===== src/design/autorange_light_averager_top_defines.svh =====
// Assertion macros shared by the auto-ranging light averager modules.
`ifndef AUTORANGE_LIGHT_AVERAGER_TOP_DEFINES_SVH
`define AUTORANGE_LIGHT_AVERAGER_TOP_DEFINES_SVH

`ifndef SYNTHESIS
// Same-cycle property, checked at every rising edge outside reset.
`define ARL_ASSERT(label, clk, rst_n, prop, msg) \
    label: assert property (@(posedge clk) disable iff (!rst_n) (prop)) else $error(msg);
// Next-cycle property: the consequent must hold after the antecedent.
`define ARL_ASSERT_NEXT(label, clk, rst_n, ante, cons, msg) \
    label: assert property (@(posedge clk) disable iff (!rst_n) (ante) |=> (cons)) \
        else $error(msg);
`else
`define ARL_ASSERT(label, clk, rst_n, prop, msg)
`define ARL_ASSERT_NEXT(label, clk, rst_n, ante, cons, msg)
`endif

`endif


===== src/design/arl_pkg.sv =====
// Types, constants and helper functions of the auto-ranging light averager.
`timescale 1ns / 1ps

package arl_pkg;

    localparam int unsigned SAMPLE_W   = 8;
    localparam int unsigned THRESH_W   = 8;
    localparam int unsigned FACTOR_W   = 10;
    localparam int unsigned BASE_W     = 8;
    localparam int unsigned LEVEL_W    = 2;
    localparam int unsigned PORT_W     = 8;
    localparam int unsigned SUM_OUT_W  = 24;
    localparam int unsigned PROD_W     = SAMPLE_W + FACTOR_W;
    localparam int unsigned CFG_IDX_W  = 3;
    localparam int unsigned CFG_DATA_W = 10;

    localparam logic [SAMPLE_W-1:0] SAMPLE_MAX = 8'hFF;

    localparam logic [LEVEL_W-1:0] LEVEL_MIN    = 2'd0;
    localparam logic [LEVEL_W-1:0] LEVEL_MID    = 2'd1;
    localparam logic [LEVEL_W-1:0] LEVEL_MAX    = 2'd2;
    localparam logic [LEVEL_W-1:0] LEVEL_UNUSED = 2'd3;

    // Configuration register indexes.
    localparam logic [CFG_IDX_W-1:0] REG_LOW_THRESHOLD  = 3'd0;
    localparam logic [CFG_IDX_W-1:0] REG_HIGH_THRESHOLD = 3'd1;
    localparam logic [CFG_IDX_W-1:0] REG_FACTOR_LEVEL0  = 3'd2;
    localparam logic [CFG_IDX_W-1:0] REG_FACTOR_LEVEL1  = 3'd3;
    localparam logic [CFG_IDX_W-1:0] REG_FACTOR_LEVEL2  = 3'd4;
    localparam logic [CFG_IDX_W-1:0] REG_PORT_BASE_BITS = 3'd5;

    localparam logic [THRESH_W-1:0] RESET_LOW_THRESHOLD  = 8'd15;
    localparam logic [THRESH_W-1:0] RESET_HIGH_THRESHOLD = 8'd200;
    localparam logic [FACTOR_W-1:0] RESET_FACTOR_LEVEL0  = 10'd1;
    localparam logic [FACTOR_W-1:0] RESET_FACTOR_LEVEL1  = 10'd33;
    localparam logic [FACTOR_W-1:0] RESET_FACTOR_LEVEL2  = 10'd1000;
    localparam logic [BASE_W-1:0]   RESET_PORT_BASE_BITS = 8'd0;

    // Port drive patterns for each gain level.
    localparam logic [PORT_W-1:0] DRIVE_LEVEL0 = 8'b0110_0000;
    localparam logic [PORT_W-1:0] DRIVE_LEVEL1 = 8'b1010_0000;
    localparam logic [PORT_W-1:0] DRIVE_LEVEL2 = 8'b1100_0000;

    typedef struct packed {
        logic [THRESH_W-1:0] low_threshold;
        logic [THRESH_W-1:0] high_threshold;
        logic [FACTOR_W-1:0] factor_level0;
        logic [FACTOR_W-1:0] factor_level1;
        logic [FACTOR_W-1:0] factor_level2;
        logic [BASE_W-1:0]   port_base_bits;
    } cfg_t;

    typedef struct packed {
        logic [SUM_OUT_W-1:0] brightness_sum;
        logic [LEVEL_W-1:0]   gain_level;
        logic [PORT_W-1:0]    port_mode;
    } result_t;

    function automatic logic [PORT_W-1:0] drive_code(input logic [LEVEL_W-1:0] level);
        logic [PORT_W-1:0] code;
        case (level)
            LEVEL_MIN: code = DRIVE_LEVEL0;
            LEVEL_MID: code = DRIVE_LEVEL1;
            default:   code = DRIVE_LEVEL2;
        endcase
        return code;
    endfunction

endpackage


===== src/design/arl_if.sv =====
// Handshake channel interfaces for samples, results and configuration writes.
`timescale 1ns / 1ps

interface arl_in_if;
    logic                          valid;
    logic                          ready;
    logic [arl_pkg::SAMPLE_W-1:0]  adc_raw;

    modport source (output valid, output adc_raw, input ready);
    modport sink (input valid, input adc_raw, output ready);
endinterface

interface arl_out_if;
    logic                          valid;
    logic                          ready;
    logic [arl_pkg::SUM_OUT_W-1:0] brightness_sum;
    logic [arl_pkg::LEVEL_W-1:0]   gain_level;
    logic [arl_pkg::PORT_W-1:0]    port_mode;

    modport source (output valid, output brightness_sum, output gain_level,
                    output port_mode, input ready);
    modport sink (input valid, input brightness_sum, input gain_level,
                  input port_mode, output ready);
endinterface

interface arl_cfg_if;
    logic                           valid;
    logic                           ready;
    logic [arl_pkg::CFG_IDX_W-1:0]  index;
    logic [arl_pkg::CFG_DATA_W-1:0] data;

    modport source (output valid, output index, output data, input ready);
    modport sink (input valid, input index, input data, output ready);
endinterface


===== src/design/arl_cfg.sv =====
// Configuration register file of the light averager.
`timescale 1ns / 1ps

module arl_cfg
(
    input  logic          clk,
    input  logic          rst_n,
    arl_cfg_if.sink       cfg,
    output arl_pkg::cfg_t regs
);

    arl_pkg::cfg_t regs_reg;
    arl_pkg::cfg_t regs_next;

    assign cfg.ready = 1'b1;

    // Writes to indexes past the register list leave everything unchanged.
    always_comb
    begin
        regs_next = regs_reg;
        if (cfg.valid)
        begin
            unique case (cfg.index)
                arl_pkg::REG_LOW_THRESHOLD:
                    regs_next.low_threshold = cfg.data[arl_pkg::THRESH_W-1:0];
                arl_pkg::REG_HIGH_THRESHOLD:
                    regs_next.high_threshold = cfg.data[arl_pkg::THRESH_W-1:0];
                arl_pkg::REG_FACTOR_LEVEL0:
                    regs_next.factor_level0 = cfg.data[arl_pkg::FACTOR_W-1:0];
                arl_pkg::REG_FACTOR_LEVEL1:
                    regs_next.factor_level1 = cfg.data[arl_pkg::FACTOR_W-1:0];
                arl_pkg::REG_FACTOR_LEVEL2:
                    regs_next.factor_level2 = cfg.data[arl_pkg::FACTOR_W-1:0];
                arl_pkg::REG_PORT_BASE_BITS:
                    regs_next.port_base_bits = cfg.data[arl_pkg::BASE_W-1:0];
                default:
                    regs_next = regs_reg;
            endcase
        end
    end

    always_ff @(posedge clk or negedge rst_n)
    begin
        if (!rst_n)
        begin
            regs_reg.low_threshold  <= arl_pkg::RESET_LOW_THRESHOLD;
            regs_reg.high_threshold <= arl_pkg::RESET_HIGH_THRESHOLD;
            regs_reg.factor_level0  <= arl_pkg::RESET_FACTOR_LEVEL0;
            regs_reg.factor_level1  <= arl_pkg::RESET_FACTOR_LEVEL1;
            regs_reg.factor_level2  <= arl_pkg::RESET_FACTOR_LEVEL2;
            regs_reg.port_base_bits <= arl_pkg::RESET_PORT_BASE_BITS;
        end
        else
        begin
            regs_reg <= regs_next;
        end
    end

    assign regs = regs_reg;

endmodule


===== src/design/arl_core.sv =====
// Accumulator and gain-level state with the per-sample update logic.
`timescale 1ns / 1ps
`include "autorange_light_averager_top_defines.svh"

module arl_core
#(
    parameter int unsigned AVG_SHIFT = 6,
    parameter int unsigned ACC_WIDTH = 24
)
(
    input  logic                          clk,
    input  logic                          rst_n,
    input  logic                          advance,
    input  logic [arl_pkg::SAMPLE_W-1:0]  adc_raw,
    input  arl_pkg::cfg_t                 regs,
    output arl_pkg::result_t              result
);

    localparam int unsigned SUM_W =
        ((ACC_WIDTH > arl_pkg::PROD_W) ? ACC_WIDTH : arl_pkg::PROD_W) + 1;
    localparam int unsigned OUT_W = arl_pkg::SUM_OUT_W;
    localparam logic [ACC_WIDTH-1:0] ACC_MAX = '1;

    logic [ACC_WIDTH-1:0]         acc_reg;
    logic [ACC_WIDTH-1:0]         acc_next;
    logic [arl_pkg::LEVEL_W-1:0]  level_reg;
    logic [arl_pkg::LEVEL_W-1:0]  level_next;

    logic [arl_pkg::SAMPLE_W-1:0] inverted;
    logic [arl_pkg::FACTOR_W-1:0] factor;
    logic [arl_pkg::PROD_W-1:0]   product;
    logic [ACC_WIDTH-1:0]         decayed;
    logic [SUM_W-1:0]             sum;

    assign inverted = arl_pkg::SAMPLE_MAX - adc_raw;

    // The multiplier follows the level held before this sample's update.
    always_comb
    begin
        case (level_reg)
            arl_pkg::LEVEL_MIN: factor = regs.factor_level0;
            arl_pkg::LEVEL_MID: factor = regs.factor_level1;
            default:            factor = regs.factor_level2;
        endcase
    end

    assign product = arl_pkg::PROD_W'(inverted) * arl_pkg::PROD_W'(factor);
    assign decayed = acc_reg - (acc_reg >> AVG_SHIFT);
    assign sum     = SUM_W'(decayed) + SUM_W'(product);
    assign acc_next = (sum > SUM_W'(ACC_MAX)) ? ACC_MAX : sum[ACC_WIDTH-1:0];

    // A step up wins when both thresholds are crossed.
    always_comb
    begin
        level_next = level_reg;
        if ((inverted > regs.high_threshold) && (level_reg < arl_pkg::LEVEL_MAX))
        begin
            level_next = level_reg + 2'd1;
        end
        else if ((inverted < regs.low_threshold) && (level_reg != arl_pkg::LEVEL_MIN))
        begin
            level_next = level_reg - 2'd1;
        end
    end

    always_ff @(posedge clk or negedge rst_n)
    begin
        if (!rst_n)
        begin
            acc_reg   <= '0;
            level_reg <= arl_pkg::LEVEL_MIN;
        end
        else if (advance)
        begin
            acc_reg   <= acc_next;
            level_reg <= level_next;
        end
    end

    assign result.brightness_sum = OUT_W'(acc_next);
    assign result.gain_level     = level_next;
    assign result.port_mode      = arl_pkg::drive_code(level_next) | regs.port_base_bits;

    `ARL_ASSERT(level_in_range, clk, rst_n, level_reg != arl_pkg::LEVEL_UNUSED, "gain level reached the unused code")
    `ARL_ASSERT(level_single_step, clk, rst_n, advance |-> ((level_next == level_reg) || (level_next == level_reg + 2'd1) || (level_next == level_reg - 2'd1)), "gain level moved by more than one step")
    `ARL_ASSERT_NEXT(acc_holds_when_idle, clk, rst_n, !advance, $stable(acc_reg), "accumulator changed without a sample")

endmodule


===== src/design/autorange_light_averager_top.sv =====
// Top level of the auto-ranging light averager: channels, pipeline and state.
`timescale 1ns / 1ps
`include "autorange_light_averager_top_defines.svh"

// Auto-ranging light averager. Each request on the sample channel carries one
// raw converter byte; the block inverts it, decays the moving-average
// accumulator by one 2^AVG_SHIFT-th, adds the inverted sample times the
// current gain level's factor with saturation, steps the gain level by at most
// one against the two thresholds, and returns one result request with the new
// accumulator, gain level and port drive byte. A new sample is taken every
// clock cycle unless result backpressure holds it off. An accepted sample sits
// in the input register until the result register is free or drained; then
// the accumulate and level update runs into the result register, which
// presents the result. The accumulator and level are updated as each sample
// moves into the result register, so back-to-back samples see each other's
// updates. Backpressure on the result channel stalls the input one stage back.
// Configuration writes are taken at any time and should only be issued while
// no sample is in flight.
module autorange_light_averager_top
#(
    parameter int unsigned AVG_SHIFT = 6,
    parameter int unsigned ACC_WIDTH = 24
)
(
    input  logic       clk,
    input  logic       rst_n,
    arl_in_if.sink     sample,
    arl_out_if.source  result,
    arl_cfg_if.sink    cfg
);

    arl_pkg::cfg_t                regs;
    arl_pkg::result_t             core_result;
    arl_pkg::result_t             out_data_reg;

    logic                         stage_valid_reg;
    logic                         stage_valid_next;
    logic [arl_pkg::SAMPLE_W-1:0] stage_raw_reg;
    logic                         out_valid_reg;
    logic                         out_valid_next;
    logic                         advance;
    logic                         sample_accept;

    arl_cfg u_cfg
    (
        .clk   (clk),
        .rst_n (rst_n),
        .cfg   (cfg),
        .regs  (regs)
    );

    arl_core
    #(
        .AVG_SHIFT (AVG_SHIFT),
        .ACC_WIDTH (ACC_WIDTH)
    )
    u_core
    (
        .clk     (clk),
        .rst_n   (rst_n),
        .advance (advance),
        .adc_raw (stage_raw_reg),
        .regs    (regs),
        .result  (core_result)
    );

    // The staged sample moves on whenever the result register is free or drained.
    assign advance       = stage_valid_reg && (!out_valid_reg || result.ready);
    assign sample.ready  = !stage_valid_reg || advance;
    assign sample_accept = sample.valid && sample.ready;

    always_comb
    begin
        stage_valid_next = stage_valid_reg;
        if (sample_accept)
        begin
            stage_valid_next = 1'b1;
        end
        else if (advance)
        begin
            stage_valid_next = 1'b0;
        end

        out_valid_next = out_valid_reg;
        if (advance)
        begin
            out_valid_next = 1'b1;
        end
        else if (result.ready)
        begin
            out_valid_next = 1'b0;
        end
    end

    always_ff @(posedge clk or negedge rst_n)
    begin
        if (!rst_n)
        begin
            stage_valid_reg <= 1'b0;
            out_valid_reg   <= 1'b0;
        end
        else
        begin
            stage_valid_reg <= stage_valid_next;
            out_valid_reg   <= out_valid_next;
        end
    end

    always_ff @(posedge clk)
    begin
        if (sample_accept)
        begin
            stage_raw_reg <= sample.adc_raw;
        end
        if (advance)
        begin
            out_data_reg <= core_result;
        end
    end

    assign result.valid          = out_valid_reg;
    assign result.brightness_sum = out_data_reg.brightness_sum;
    assign result.gain_level     = out_data_reg.gain_level;
    assign result.port_mode      = out_data_reg.port_mode;

    `ARL_ASSERT_NEXT(accept_fills_stage, clk, rst_n, sample_accept, stage_valid_reg, "accepted sample did not reach the input register")
    `ARL_ASSERT_NEXT(stage_drains_to_output, clk, rst_n, stage_valid_reg && !out_valid_reg, out_valid_reg, "staged sample did not move into an empty result register")
    `ARL_ASSERT_NEXT(taken_result_clears, clk, rst_n, out_valid_reg && result.ready && !stage_valid_reg, !out_valid_reg, "taken result was delivered again")

endmodule


===== src/flat_wrapper.sv =====
// flat-port wrapper written by rule: the top's interface ports become plain ports
module autorange_light_averager_top_flat 
#(
    parameter int unsigned AVG_SHIFT = 6,
    parameter int unsigned ACC_WIDTH = 24
)
  (clk, rst_n, sample_valid, sample_adc_raw, sample_ready, result_valid, result_brightness_sum, result_gain_level, result_port_mode, result_ready, cfg_valid, cfg_index, cfg_data, cfg_ready);
  arl_in_if sample_i ();
  arl_out_if result_i ();
  arl_cfg_if cfg_i ();
  input  logic clk;
  input  logic rst_n;
  input wire logic [$bits(sample_i.valid)-1:0] sample_valid;
  input wire logic [$bits(sample_i.adc_raw)-1:0] sample_adc_raw;
  output wire logic [$bits(sample_i.ready)-1:0] sample_ready;
  output wire logic [$bits(result_i.valid)-1:0] result_valid;
  output wire logic [$bits(result_i.brightness_sum)-1:0] result_brightness_sum;
  output wire logic [$bits(result_i.gain_level)-1:0] result_gain_level;
  output wire logic [$bits(result_i.port_mode)-1:0] result_port_mode;
  input wire logic [$bits(result_i.ready)-1:0] result_ready;
  input wire logic [$bits(cfg_i.valid)-1:0] cfg_valid;
  input wire logic [$bits(cfg_i.index)-1:0] cfg_index;
  input wire logic [$bits(cfg_i.data)-1:0] cfg_data;
  output wire logic [$bits(cfg_i.ready)-1:0] cfg_ready;
  assign sample_i.valid = sample_valid;
  assign sample_i.adc_raw = sample_adc_raw;
  assign sample_ready = sample_i.ready;
  assign result_valid = result_i.valid;
  assign result_brightness_sum = result_i.brightness_sum;
  assign result_gain_level = result_i.gain_level;
  assign result_port_mode = result_i.port_mode;
  assign result_i.ready = result_ready;
  assign cfg_i.valid = cfg_valid;
  assign cfg_i.index = cfg_index;
  assign cfg_i.data = cfg_data;
  assign cfg_ready = cfg_i.ready;
  autorange_light_averager_top #(.AVG_SHIFT(AVG_SHIFT), .ACC_WIDTH(ACC_WIDTH)) u_core (.clk(clk), .rst_n(rst_n), .sample(sample_i), .result(result_i), .cfg(cfg_i));
endmodule

===== config.mk =====
export PLATFORM = sky130hd
export DESIGN_NAME = autorange_light_averager_top_flat
export DESIGN_NICKNAME = d
export VERILOG_FILES = /design/src/design/arl_pkg.sv /design/src/design/arl_if.sv /design/src/design/arl_cfg.sv /design/src/design/arl_core.sv /design/src/design/autorange_light_averager_top.sv /design/src/flat_wrapper.sv
export VERILOG_INCLUDE_DIRS = /design/src /design/src/design
export SDC_FILE = /design/constraint.sdc
export NUM_CORES = 1
export LEC_CHECK = 0
export ABC_AREA = 1
export BUFFER_PORTS_ARGS = -buffer_cell sky130_fd_sc_hd__clkbuf_2
export CORE_MARGIN = 3
export CORE_UTILIZATION = 55
export DETAILED_ROUTE_END_ITERATION = 7
export GPL_TIMING_DRIVEN = 0
export HOLD_SLACK_MARGIN = 0.12
export PLACE_DENSITY = 0.73
export SYNTH_ARGS = -nofsm -noshare
export SYNTH_HDL_FRONTEND = slang
export SYNTH_SLANG_ARGS = --single-unit
export TNS_END_PERCENT = 10

===== constraint.sdc =====
create_clock -name clk -period 7.3 [get_ports clk]
set_clock_uncertainty 0.1 [all_clocks]
set_input_delay 1.46 -clock clk [delete_from_list [all_inputs] [get_ports clk]]
set_output_delay 1.46 -clock clk [all_outputs]
set_load 0.005 [all_outputs]

==> flow_summary_export.csv <==
group,metric,value,unit
status,status,"finished clean",
sta,finalCritPeriodShare,88.3,%
sta,rsz0062_at_grt,"no",
global_routing,grt_usage,25.8,%
worst_setup_path,cp-start-kind,"register",
die,core,16900,um2
clock_network,cts_tree,"built",
worst_setup_path,slowest_delay,0.58,ns
worst_setup_path,worstPathRequired,7.56,ns
cells_and_area,diodes,0,
worst_setup_path,arrival,6.71,ns
routing,wl_per_cell,16.1,um
yosys,synth_edf_count,42,
hold_path,hold_path_startpoint,"u_core.u_cfg.regs[4]$_DFFE_PN0P_",
yosys,syn_inst,1160,
global_routing,grt_overflow,0,
global_routing,grt_antenna_before_repair,0,
hold_path,hold-path-endpoint,"u_core.result.port_mode[4]$_DFFE_PP_",
die,die_area,19300,um2
routing,drtIter0Drc,800,
cells_and_area,fillCellCount,1448,
clock_network,clk-insertion-delay-late,0.43,ns
cells_and_area,multi_input_area,5410,um2
yosys,synth-seq-cells,124,
worst_setup_path,cp_slowest_cell,"a21oi_1",
place,gp_congestion,0.949,
yosys,avgSynthCellArea,8.38,um2
routing,drc,0,
clock_network,clkSinkCount,124,
worst_setup_path,endpoint_kind,"register",
clock_network,cts_inserted_buffers,17,
routing,firstDrtPassIters,5,
yosys,yosys_warnings,0,
die,initial_utilization,57.4,%
clock_network,postCtsSetupBuffers,0,
worst_setup_path,crit_top_cell,"inv_1",
sta,fmax,0.155,GHz
global_routing,grt_pass1_wl,39.9,mm
die,core.rowCount,47,
clock_network,clk_pin_slew,0.06,ns
cells_and_area,fin_nets,1411,
routing,num_vias,7875,
yosys,syn-num-nets,1329,
cells_and_area,areaGrowthSynthToFinish,12.7,%
die,fp.dieW,139,um
worst_setup_path,critPathMaxFanout,10,
sta,min_period,6.45,ns
place,dp_hpwl,18.7,mm
place,preCtsSetupSlack,0.937,ns
hold_path,hp-class,"reg -> reg",
clock_network,htreeDepth,4,
clock_network,cts_resized,0,
sta,tightest_slew,0.739,ns
sta,setup_viol,0,
sta,setup_tns,0,ns
sta,worst_slack,0.851,ns
global_routing,grt_max_degree,59,
sta,slew_headroom,50.7,%
clock_network,cts_root_buf,"clkbuf_16",
global_routing,grt_pass1_vias,7937,
worst_setup_path,r2r_start,"u_core.u_core.level_reg[0]$_DFFE_PN0P_",
yosys,ys_seq_area_share,34.3,%
worst_setup_path,critPathKind,"reg -> reg",
worst_setup_path,rr_worst_depth,26,
sta,whs,0.355,ns
sta,finalHoldViolations,0,
cells_and_area,layout_commonest_cell,"nand2_1",
cells_and_area,regArea,3330,um2
cells_and_area,largest_reg_flops,54,
clock_network,cts_buffer_depth,2,
worst_setup_path,r2r_end,"u_core.u_core.acc_reg[17]$_DFFE_PN0P_",
run,maxCapViolCount,0,
sta,drv_slew,0,
routing,wl,23.8,mm
hold_path,min_path_cells,0,
yosys,yosysUniqueCellTypes,42,
cells_and_area,layout_common_cells,"nand2_1, inv_1, nor2_1",
worst_setup_path,r2r_slack,0.85,ns
die,die_h,139,um
place,io_buffers,61,
die,io_pins,63,
yosys,synthesis.area,9720,um2
routing,vias_per_cell,5.34,
yosys,async_flop_share,66.1,%
cells_and_area,drive_gt1_share,13.3,%
yosys,ys.flop_type,"dfrtp_1",
routing,drtAntennaViolNets,0,
clock_network,cts.hold.buffers_added,0,
-- synth_stat cells (3+ instances only) --
cell / number / share of area (%)
dfstp_2: 16 / 4.3
a22o_1: 10 / 0.90
inv_1: 219 / 8.5
nand2_4: 10 / 1.2
nor2_1: 93 / 3.6
nand2_2: 14 / 0.90
o21ai_2: 3 / 0.27
fa_1: 65 / 13
o21ai_1: 9 / 0.46
a21oi_2: 3 / 0.27
nand3_1: 30 / 1.5
inv_2: 5 / 0.19
nand3_2: 3 / 0.31
clkbuf_1: 20 / 0.77
xnor2_1: 15 / 1.4
nand2_1: 263 / 10
o21ai_0: 76 / 3.9
xor2_1: 17 / 1.5
a21oi_1: 54 / 2.8
nand4_1: 7 / 0.45
dfrtp_1: 66 / 17
a31oi_1: 6 / 0.39
nor3_1: 4 / 0.21
ha_1: 78 / 10
o21bai_1: 5 / 0.39
edfxtp_1: 42 / 13
nor2_2: 7 / 0.45
-- cells by family (layout without fill, tap and decap cells) --
kind of cell             Yosys count  after routing  share of synthesized area [%]
flip-flops                       124            124                           34.3
other                              1              1                         0.0386
buffers and inverters            251            346                           10.1
AND/OR/NAND/NOR                  437            437                           19.5
adder cells (fa/ha/maj)          143            143                           23.4
XOR/XNOR                          32             32                           2.88
AO/OA/AOI/OAI                    172            172                           9.84
-- critical path: cells and delay by family, from the launching register on --
kind	cells	cell delay, ns
flops	1	0.42
simple gates	9	1.29
compound gates	3	0.94
buf+inv	8	1.02
fa+ha+maj	6	2.61
-- how the worst max path moves through the flow --
stage	start	end	slack [ns]	cells after the start
after global routing	u_core.u_core.level_reg[0]$_DFFE_PN0P_	u_core.u_core.acc_reg[15]$_DFFE_PN0P_	0.41	26
final	u_core.u_core.level_reg[0]$_DFFE_PN0P_	u_core.u_core.acc_reg[17]$_DFFE_PN0P_	0.85	26
after CTS	u_core.u_core.level_reg[0]$_DFFE_PN0P_	u_core.u_core.acc_reg[17]$_DFFE_PN0P_	0.88	26
after detailed placement	u_core.u_core.level_reg[0]$_DFFE_PN0P_	u_core.u_core.acc_reg[17]$_DFFE_PN0P_	0.94	26
after global placement	u_core.u_core.level_reg[0]$_DFFE_PN0P_	u_core.u_core.acc_reg[17]$_DFFE_PN0P_	0.95	26
after floorplan	u_core.u_core.level_reg[0]$_DFFE_PN0P_	u_core.result.brightness_sum[14]$_DFFE_PP_	1.91	21
-- cell type report --
type | instances | area share [%]
timing repair buffer | 63 | 3.24
clock inverter | 10 | 0.890
multi-input combinational | 785 | 49.4
inverter | 226 | 7.74
buffer | 25 | 1.20
sequential | 124 | 30.4
tap | 220 | 2.51
clock buffer | 22 | 4.62
-- stage by stage --
stage	instances	instance area (um2)	util (%)
finish	1475	11000	64.7
global placement	1441	10300	60.8
global route	1475	11000	64.7
floorplan	1160	9720	-
detailed placement	1443	10400	61.1
CTS	1475	11000	64.7
-- layer usage --
metal  global-route usage (%)  wire, um  vias up
li1                         -         -     3809
met1                     36.9     10600     3747
met5                        0         0        -
met4                     6.64       341        0
met3                     6.34      1970       34
met2                     39.9     10800      285
Power is not shown: default switching activity piles up to over one toggle a cycle in this logic, so the estimate is an artifact.
